===== src/design/multi_resource_interval_selector_core_defines.svh =====
// assertion macros for the interval selector modules
// no dependencies
`ifndef MULTI_RESOURCE_INTERVAL_SELECTOR_CORE_DEFINES_SVH
`define MULTI_RESOURCE_INTERVAL_SELECTOR_CORE_DEFINES_SVH
`define MRIS_ASSERT(label, clk, rst_n, prop) \
  label: assert property (@(posedge clk) disable iff (!rst_n) prop) \
    else $error("assertion failed");
`define MRIS_NEVER(label, clk, rst_n, cond) \
  label: assert property (@(posedge clk) disable iff (!rst_n) !(cond)) \
    else $error("forbidden condition");
`endif


===== src/design/mris_pkg.sv =====
// shared constants for the interval selector
// no dependencies
package mris_pkg;
  localparam int DEF_MAX_SLOTS = 16;
  localparam int DEF_POINT_BITS = 16;
  localparam int ID_BITS = 16;
  localparam int LIM_BITS = 5;
  localparam int COST_BITS = 16;
  localparam int CNT_BITS = 16;
  localparam int TOT_BITS = 32;
  localparam logic CFG_SLOT_LIMIT = 1'b0;
  localparam logic CFG_COST = 1'b1;
  localparam logic OP_ADD = 1'b0;
  localparam logic OP_FINISH = 1'b1;
endpackage


===== src/design/multi_resource_interval_selector_core.sv =====
// top level of the multi-resource interval selector
// depends on mris_pkg, mris_front and mris_back
// Greedy interval selector over up to MAX_SLOTS parallel resources. Intervals
// must enter sorted by start then end; the block does not check this. Each add
// retires finished intervals one id per cycle while the output is not stalled
// (each such id is an output word) and then inserts the new one, if a slot is
// free or in place of the latest-ending active one when that ends later. A
// finish emits the remaining ids one per cycle while the output is not stalled;
// the last of them is held for the closing state, where it goes out with last
// set and the total cost from one multiply. An empty finish gives one word with
// has_id 0, last and the total. Output stalls hold the sequencer. A two-word
// queue lets input run ahead of the sequencer.
module multi_resource_interval_selector_core #(
  parameter int MAX_SLOTS = mris_pkg::DEF_MAX_SLOTS,
  parameter int POINT_BITS = mris_pkg::DEF_POINT_BITS
) (
  input  logic clk,
  input  logic rst_n,
  input  logic cfg_we,
  input  logic cfg_idx,
  input  logic [mris_pkg::COST_BITS-1:0] cfg_data,
  input  logic in_valid,
  output logic in_stall,
  input  logic in_op,
  input  logic [POINT_BITS-1:0] in_start_point,
  input  logic [POINT_BITS-1:0] in_end_point,
  input  logic [mris_pkg::ID_BITS-1:0] in_item_id,
  output logic out_valid,
  input  logic out_stall,
  output logic out_has_id,
  output logic [mris_pkg::ID_BITS-1:0] out_accepted_id,
  output logic out_last,
  output logic [mris_pkg::TOT_BITS-1:0] out_total_cost
);
  import mris_pkg::*;
  logic q_valid, q_take, q_op;
  logic [POINT_BITS-1:0] q_lo, q_hi;
  logic [ID_BITS-1:0] q_id;
  mris_front #(.POINT_BITS(POINT_BITS)) u_front (
    .clk, .rst_n, .in_valid, .in_stall, .in_op,
    .in_lo(in_start_point), .in_hi(in_end_point), .in_id(in_item_id),
    .q_valid, .q_take, .q_op, .q_lo, .q_hi, .q_id);
  mris_back #(.MAX_SLOTS(MAX_SLOTS), .POINT_BITS(POINT_BITS)) u_back (
    .clk, .rst_n, .cfg_we, .cfg_idx, .cfg_data,
    .q_valid, .q_take, .q_op, .q_lo, .q_hi, .q_id,
    .out_valid, .out_stall, .out_has_id, .out_accepted_id, .out_last,
    .out_total_cost);
endmodule


===== src/design/mris_front.sv =====
// front part: accepts input words into a short queue
// depends on mris_pkg
module mris_front #(
  parameter int POINT_BITS = mris_pkg::DEF_POINT_BITS
) (
  input  logic clk,
  input  logic rst_n,
  input  logic in_valid,
  output logic in_stall,
  input  logic in_op,
  input  logic [POINT_BITS-1:0] in_lo,
  input  logic [POINT_BITS-1:0] in_hi,
  input  logic [mris_pkg::ID_BITS-1:0] in_id,
  output logic q_valid,
  input  logic q_take,
  output logic q_op,
  output logic [POINT_BITS-1:0] q_lo,
  output logic [POINT_BITS-1:0] q_hi,
  output logic [mris_pkg::ID_BITS-1:0] q_id
);
  import mris_pkg::*;
  localparam int W = 1 + 2*POINT_BITS + ID_BITS;
  logic [W-1:0] mem_r [2];
  logic wp_r, rp_r;
  logic [1:0] cnt_r;
  logic push, pop;
  logic [W-1:0] head;
  assign in_stall = (cnt_r == 2'd2);
  assign push = in_valid && !in_stall;
  assign pop = q_take && q_valid;
  assign q_valid = (cnt_r != 2'd0);
  assign head = mem_r[rp_r];
  assign {q_op, q_lo, q_hi, q_id} = head;
  always_ff @(posedge clk) begin
    if (push) mem_r[wp_r] <= {in_op, in_lo, in_hi, in_id};
    if (!rst_n) begin
      wp_r <= 1'b0; rp_r <= 1'b0; cnt_r <= 2'd0;
    end else begin
      if (push) wp_r <= ~wp_r;
      if (pop) rp_r <= ~rp_r;
      cnt_r <= cnt_r + {1'b0, push} - {1'b0, pop};
    end
  end
endmodule


===== src/design/mris_back.sv =====
// back part: sorted active list, retirement and insertion sequencer
// depends on mris_pkg and the defines header
`include "multi_resource_interval_selector_core_defines.svh"
module mris_back #(
  parameter int MAX_SLOTS = mris_pkg::DEF_MAX_SLOTS,
  parameter int POINT_BITS = mris_pkg::DEF_POINT_BITS
) (
  input  logic clk,
  input  logic rst_n,
  input  logic cfg_we,
  input  logic cfg_idx,
  input  logic [mris_pkg::COST_BITS-1:0] cfg_data,
  input  logic q_valid,
  output logic q_take,
  input  logic q_op,
  input  logic [POINT_BITS-1:0] q_lo,
  input  logic [POINT_BITS-1:0] q_hi,
  input  logic [mris_pkg::ID_BITS-1:0] q_id,
  output logic out_valid,
  input  logic out_stall,
  output logic out_has_id,
  output logic [mris_pkg::ID_BITS-1:0] out_accepted_id,
  output logic out_last,
  output logic [mris_pkg::TOT_BITS-1:0] out_total_cost
);
  import mris_pkg::*;
  localparam int CB = $clog2(MAX_SLOTS + 1);
  localparam int IB = (MAX_SLOTS > 1) ? $clog2(MAX_SLOTS) : 1;
  localparam int LW = (CB > LIM_BITS) ? CB : LIM_BITS;
  localparam logic [1:0] S_IDLE = 2'd0, S_RUN = 2'd1, S_MUL = 2'd2;
  logic [POINT_BITS-1:0] lo_r [MAX_SLOTS];
  logic [POINT_BITS-1:0] hi_r [MAX_SLOTS];
  logic [ID_BITS-1:0] id_r [MAX_SLOTS];
  logic [CB-1:0] cnt_r;
  logic [CNT_BITS-1:0] acc_r;
  logic [LIM_BITS-1:0] lim_cfg_r;
  logic [COST_BITS-1:0] cost_r;
  logic [1:0] st_r;
  logic ov_r;
  logic fl_has_r;
  logic [ID_BITS-1:0] fl_id_r;
  logic [CB-1:0] lim;
  logic free_out, retire, fin, pop, do_ins, repl;
  logic emit_id, emit_total;
  logic [MAX_SLOTS-1:0] aft;
  logic [CB-1:0] base;
  logic [TOT_BITS-1:0] prod;

  always_comb begin
    lim = (lim_cfg_r == '0) ? CB'(1) :
          (LW'(lim_cfg_r) > LW'(MAX_SLOTS)) ? CB'(MAX_SLOTS) :
          CB'(lim_cfg_r);
  end
  assign out_valid = ov_r;
  assign free_out = !ov_r || !out_stall;
  assign fin = q_op == OP_FINISH;
  // retire head when it ends at or before the new start (or on finish)
  assign retire = (st_r == S_RUN) && cnt_r != '0 && (fin || hi_r[0] <= q_lo);
  assign pop = retire && free_out;
  // the last id of a finish goes out with the total in the closing cycle
  assign emit_id = pop && !(fin && cnt_r == CB'(1));
  assign emit_total = (st_r == S_MUL) && free_out;
  assign repl = cnt_r != '0 && hi_r[IB'(cnt_r - 1'b1)] > q_hi;
  assign do_ins = (st_r == S_RUN) && !retire && !fin && (cnt_r < lim || repl);
  assign base = (cnt_r < lim) ? cnt_r : CB'(cnt_r - 1'b1);
  assign prod = TOT_BITS'(acc_r) * TOT_BITS'(cost_r);
  always_comb begin
    for (int i = 0; i < MAX_SLOTS; i++)
      aft[i] = (hi_r[i] > q_hi) || (hi_r[i] == q_hi && lo_r[i] > q_lo);
  end
  assign q_take = ((st_r == S_RUN) && !retire && !fin && free_out)
               || emit_total;

  always_ff @(posedge clk) begin
    if (pop) begin
      for (int i = 0; i < MAX_SLOTS - 1; i++) begin
        lo_r[i] <= lo_r[i+1]; hi_r[i] <= hi_r[i+1]; id_r[i] <= id_r[i+1];
      end
    end else if (do_ins && free_out) begin
      for (int i = 0; i < MAX_SLOTS; i++) begin
        if (CB'(i) < base) begin
          if (aft[i] && i > 0 && !aft[i-1]) begin
            lo_r[i] <= q_lo; hi_r[i] <= q_hi; id_r[i] <= q_id;
          end else if (aft[i] && i == 0) begin
            lo_r[i] <= q_lo; hi_r[i] <= q_hi; id_r[i] <= q_id;
          end
          if (aft[i] && i + 1 < MAX_SLOTS) begin
            lo_r[(i+1)%MAX_SLOTS] <= lo_r[i]; hi_r[(i+1)%MAX_SLOTS] <= hi_r[i];
            id_r[(i+1)%MAX_SLOTS] <= id_r[i];
          end
        end else if (CB'(i) == base && (i == 0 || !aft[i-1])) begin
          lo_r[i] <= q_lo; hi_r[i] <= q_hi; id_r[i] <= q_id;
        end
      end
    end
    if (emit_id) begin
      out_has_id <= 1'b1;
      out_accepted_id <= id_r[0];
      out_last <= (!fin && (cnt_r == CB'(1) || hi_r[1] > q_lo)) ? 1'b1 : 1'b0;
      out_total_cost <= '0;
    end
    if (emit_total) begin
      out_has_id <= fl_has_r;
      out_accepted_id <= fl_id_r;
      out_last <= 1'b1;
      out_total_cost <= prod;
    end
    if (!rst_n) begin
      cnt_r <= '0; acc_r <= '0; st_r <= S_IDLE; ov_r <= 1'b0;
      fl_has_r <= 1'b0; fl_id_r <= '0;
      lim_cfg_r <= LIM_BITS'(16); cost_r <= COST_BITS'(1);
    end else begin
      if (cfg_we) begin
        if (cfg_idx == CFG_SLOT_LIMIT) lim_cfg_r <= cfg_data[LIM_BITS-1:0];
        else cost_r <= cfg_data;
      end
      ov_r <= emit_id || emit_total || (ov_r && out_stall);
      case (st_r)
        S_IDLE: if (q_valid) st_r <= S_RUN;
        S_RUN: begin
          if (pop) begin
            cnt_r <= cnt_r - 1'b1;
            if (acc_r != '1) acc_r <= acc_r + 1'b1;
            // finish: hold the last id for the closing word with the total
            if (fin && cnt_r == CB'(1)) begin
              st_r <= S_MUL;
              fl_has_r <= 1'b1;
              fl_id_r <= id_r[0];
            end
          end else if (fin) begin
            if (!retire) begin
              st_r <= S_MUL;
              fl_has_r <= 1'b0;
              fl_id_r <= '0;
            end
          end else if (free_out) begin
            if (do_ins && cnt_r < lim) cnt_r <= cnt_r + 1'b1;
            st_r <= S_IDLE;
          end
        end
        S_MUL: if (free_out) begin
          acc_r <= '0; st_r <= S_IDLE;
        end
        default: st_r <= S_IDLE;
      endcase
    end
  end

  `MRIS_NEVER(a_cnt_range, clk, rst_n, cnt_r > CB'(MAX_SLOTS))
  `MRIS_ASSERT(a_pop_nonempty, clk, rst_n, pop |-> cnt_r != '0)
  `MRIS_ASSERT(a_take_after_mul, clk, rst_n, (st_r == S_MUL && free_out) |=> ov_r)
endmodule


===== config.mk =====
export PLATFORM = sky130hd
export DESIGN_NAME = multi_resource_interval_selector_core
export DESIGN_NICKNAME = d
export VERILOG_FILES = /design/src/design/mris_pkg.sv /design/src/design/multi_resource_interval_selector_core.sv /design/src/design/mris_front.sv /design/src/design/mris_back.sv
export VERILOG_INCLUDE_DIRS = /design/src /design/src/design
export SDC_FILE = /design/constraint.sdc
export NUM_CORES = 2
export LEC_CHECK = 0
export BUFFER_PORTS_ARGS = -buffer_cell sky130_fd_sc_hd__buf_2
export CAP_MARGIN = 20
export CORE_MARGIN = 4
export CORE_UTILIZATION = 62
export CTS_CLUSTER_DIAMETER = 40
export DETAILED_ROUTE_END_ITERATION = 7
export PLACE_DENSITY = 0.88
export SETUP_SLACK_MARGIN = 0.15
export SKIP_LAST_GASP = 1
export SYNTH_ARGS = -nofsm -noshare
export SYNTH_HDL_FRONTEND = slang
export SYNTH_HIERARCHICAL = 1
export SYNTH_SLANG_ARGS = --single-unit

===== constraint.sdc =====
create_clock -name clk -period 15 [get_ports clk]
set_clock_uncertainty 0.15 [all_clocks]
set_input_delay 3 -clock clk [delete_from_list [all_inputs] [get_ports clk]]
set_output_delay 3 -clock clk [all_outputs]
set_load 0.005 [all_outputs]

==> results.toml <==
[outcome]
outcome = "finished clean"

[global_routing]
first_global_vias = 55625
antenna_found_initial = 11
grt_start_max_net_pins = 122
grt_pass1_wl_um = 340000
globalRouteTotalUtil_pct = 38.2
grt_remaining_overflow = 0

[synth]
synth_top_family_by_area = "adder cells"
synth_area_leaders = "edfxtp_1 (40%), ha_1 (12%), fa_1 (5.6%), mux2i_1 (4.2%), nand2_1 (3.4%)"
synth_top_area_share_pct = 39.7
synthSimpleGateAreaFrac_pct = 11.2
syn-num-nets = 7208
avgSynthCellArea_um2 = 11.1
synthXorXnorAreaFrac_pct = 0.605
synthDistinctLibCells = 94
synthMuxAreaShare_pct = 8.77
synth_cells = 6269
synthAdderAreaFrac_pct = 17.8
synth_area_leader_cell = "edfxtp_1"
yosysWarnings = 6
ys_seq_elements = 983
synth_ff_type = "edfxtp_1"
async_flop_share_pct = 0
synth_edf_count = 915
ys_seq_area_share_pct = 41.6
synth_compound_area_share_pct = 15.6
netlist_area_um2 = 69300

[floorplan]
placeableCoreArea_um2 = 111000
die_x_um = 342
initial_utilization_pct = 62.5
die_y_um = 342
rows = 122
io_pins = 123
dieArea_um2 = 117000

[cells_and_area]
final_cell_area_um2 = 75700
syn2layout_area_growth_pct = 9.31
seqCellArea_um2 = 28800
drive_gt1_share_pct = 13.0
layout.nets = 7138
multi_input_area_um2 = 37700
postLayoutCoreUtil_pct = 68.4
fillers = 7599

[sta]
final.setup.tns_ns = 0
slew_viol_final = 0
hold_viol_final = 0
finalCritPeriodShare_pct = 55.1
fmax_mhz = 121
grt_setup_unrepaired = "false"
tightest_slew_ns = 1.27
layout_min_cycle_time_ns = 8.27
max_slew_margin_pct = 14.5
setup_viol = 0
timing.final.ws_setup_ns = 6.73

[worst_hold_path]
min-delay-start = "u_back/fl_id_r[11]$_SDFFE_PN0P_"
worst_hold_path_type = "flop to flop"

[detailed_routing]
wl_per_cell_um = 29.1
via_per_inst = 7.20
wirelength_um = 227000
ant_nets = 0
vias = 56158
drc = 0
first_pass_iters = 8
drt_iter0_markers = 8432

[clocking]
cts.sinks = 983
cts_buffers = 139
cts-resized-gates = 0
htree_levels = 4
cts_tree = "built"
cts_hold_buf = 0
cts.clk_slew.worst_paths_ns = 0.06
clock_latency_ns = 0.78
cts-root-buf = "clkbuf_16"
postCtsSetupRepairBufs = 0
clockBufferDepth = 3

[power]
worst_ir_drop_vdd_mv = 0.155
powerDensity_nw_per_um2 = 161
p_leak_nw = 30.4

[worst_setup_path]
max_stage_delay_ns = 0.93
timing.critical_path.cells = "inv_1, ha_4, mux4_2, mux4_2, ha_1, a21oi_1, o21ai_0, a221o_1, o31ai_1, a21oi_2, nand2_2, buf_4, a211o_2, nand2_2, buf_4"
cp.arrival_ns = 8.56
startpoint = "u_back/cnt_r[0]$_SDFFE_PN0P_"
endpoint = "u_back/id_r[0][47]$_DFFE_PP_"
worstPathMaxFanout = 69
r2r_end = "u_back/id_r[0][47]$_DFFE_PP_"
r2r_cells = 15
reg2reg_setup_slack_ns = 6.73
path_class = "flop to flop"
crit_path_end_kind = "flop"
critPathLaunchType = "flop"
slowest_stage = "ha_4"
required_ns = 15.29
r2r_start = "u_back/cnt_r[0]$_SDFFE_PN0P_"

[placement]
place.gp.congestion = 1.07
pre_cts_slack_ns = 7.14
portBuffers = 122
place_area_um2 = 71100
dp_hpwl_um = 154000

[flow_run]
max-cap-violations = 0
[per-layer routing]
metal  track usage, %  wire length (µm)  vias to the layer above
met5            0.375                99                        -
met4             22.9             16500                        8
met3             13.4             34400                     1090
met2             56.8             98500                     4689
met1             48.1             77600                    26901
li1                 -                 -                    23470
[area by class of cell]
class	instances	area share [%]
Timing Repair Buffer	240	2.01
Antenna cell	4	0.0132
Tap cell	1488	2.46
Clock inverter	96	1.29
Clock buffer	158	4.78
Multi-Input combinational cell	4509	49.7
Sequential cell	983	38.1
Inverter	326	1.62
[worst max-delay path, delay by kind of cell, from the launching register on]
family	cells	cell delay, ns
AOI/OAI and AO/OA	6	2.56
adders and majority gates	2	1.25
buffers and inverters	3	1.22
and+or+nand+nor	2	1.03
muxes	2	0.94
DFF	1	0.65
[logic make-up after synthesis]
group	count (synthesis)
AO/OA/AOI/OAI	1521
XOR/XNOR	47
adder cells (fa/ha/maj)	868
buffers and inverters	777
flip-flops	983
multiplexers	489
AND/OR/NAND/NOR	1584
[power breakdown]
part | switching (W) | leakage (nW) | internal, W | total, W
combinational | 0.00280 | 19.3 | 0.00161 | 0.00441
sequential | 0.000596 | 8.87 | 0.00388 | 0.00448
clock | 0.00134 | 2.22 | 0.00193 | 0.00327
[cells in the final DEF, fill, tap and decap left out, drive strengths merged, types with 15 or more instances in the layout]
cell	Yosys	final
a31oi	20	20
nand2	632	632
mux2i	293	293
and4	17	17
nor4	25	25
mux4	80	80
o211ai	36	36
and3	21	21
a211oi	25	25
a2bb2oi	50	50
dfxtp	68	68
buf	101	239
a21o	215	215
or3	107	107
mux2	116	116
nor2	205	205
and2	183	183
o21ai	360	360
a22o	140	140
nand4	106	106
a21oi	273	273
clkinvlp	0	15
a221o	106	106
nor3	58	58
fa	194	194
clkinv	0	45
o22ai	52	52
nand2b	28	28
xor2	21	21
clkbuf	350	159
o221a	96	96
ha	674	674
nand3	91	91
xnor2	26	26
edfxtp	915	915
o21a	23	23
inv	326	353
nor2b	82	82
[worst min path at each step]
stage | endpoint | cells after the start | slack (ns)
3_3_place_gp | u_back/fl_id_r[9]$_SDFFE_PN0P_ | 2 | 0.29
5_1_grt | u_back/fl_id_r[15]$_SDFFE_PN0P_ | 2 | 0.32
3_5_place_dp | u_back/fl_id_r[15]$_SDFFE_PN0P_ | 2 | 0.30
2_1_floorplan | u_back/fl_has_r$_SDFFE_PN0P_ | 2 | 0.28
4_1_cts | u_back/fl_id_r[11]$_SDFFE_PN0P_ | 2 | 0.30
6_report | u_back/fl_id_r[11]$_SDFFE_PN0P_ | 2 | 0.30
[cells in the mapped netlist, drive strengths merged (80+ instances only)]
master,count
ha,674
clkbuf,350
edfxtp,915
nor2b,82
a21oi,273
nand3,91
and2,183
o21ai,360
a221o,106
nand4,106
mux2i,293
inv,326
a22o,140
fa,194
o221a,96
nor2,205
nand2,632
or3,107
buf,101
mux4,80
a21o,215
mux2,116
[metrics by stage]
stage,power (W),hold slack (ns),cells
3_3_place_gp,0.00839,0.289,7539
3_5_place_dp,0.00863,0.295,7540
4_1_cts,0.0119,0.303,7794
6_report,0.0122,0.301,7804
2_1_floorplan,0.00709,0.282,6269
5_1_grt,0.0126,0.321,7803
[state kept, by name, summed over array words and instances (netlist names), named ones only]
signal	flops
u_back/out_valid	1
u_back/out_total_cost	32
u_front/cnt_r	2
u_back/fl_has_r	1
u_front/rp_r	1
u_front/wp_r	1
u_back/st_r	2
u_back/out_has_id	1
u_back/cnt_r	5
u_back/hi_r	256
u_back/lim_cfg_r	5
u_back/cost_r	16
u_back/out_accepted_id	16
u_back/fl_id_r	16
u_back/acc_r	16
u_front/mem_r	98
u_back/id_r	256
u_back/lo_r	256
u_back/out_last	1
Note: power is estimated with default switching activity, not from simulation.
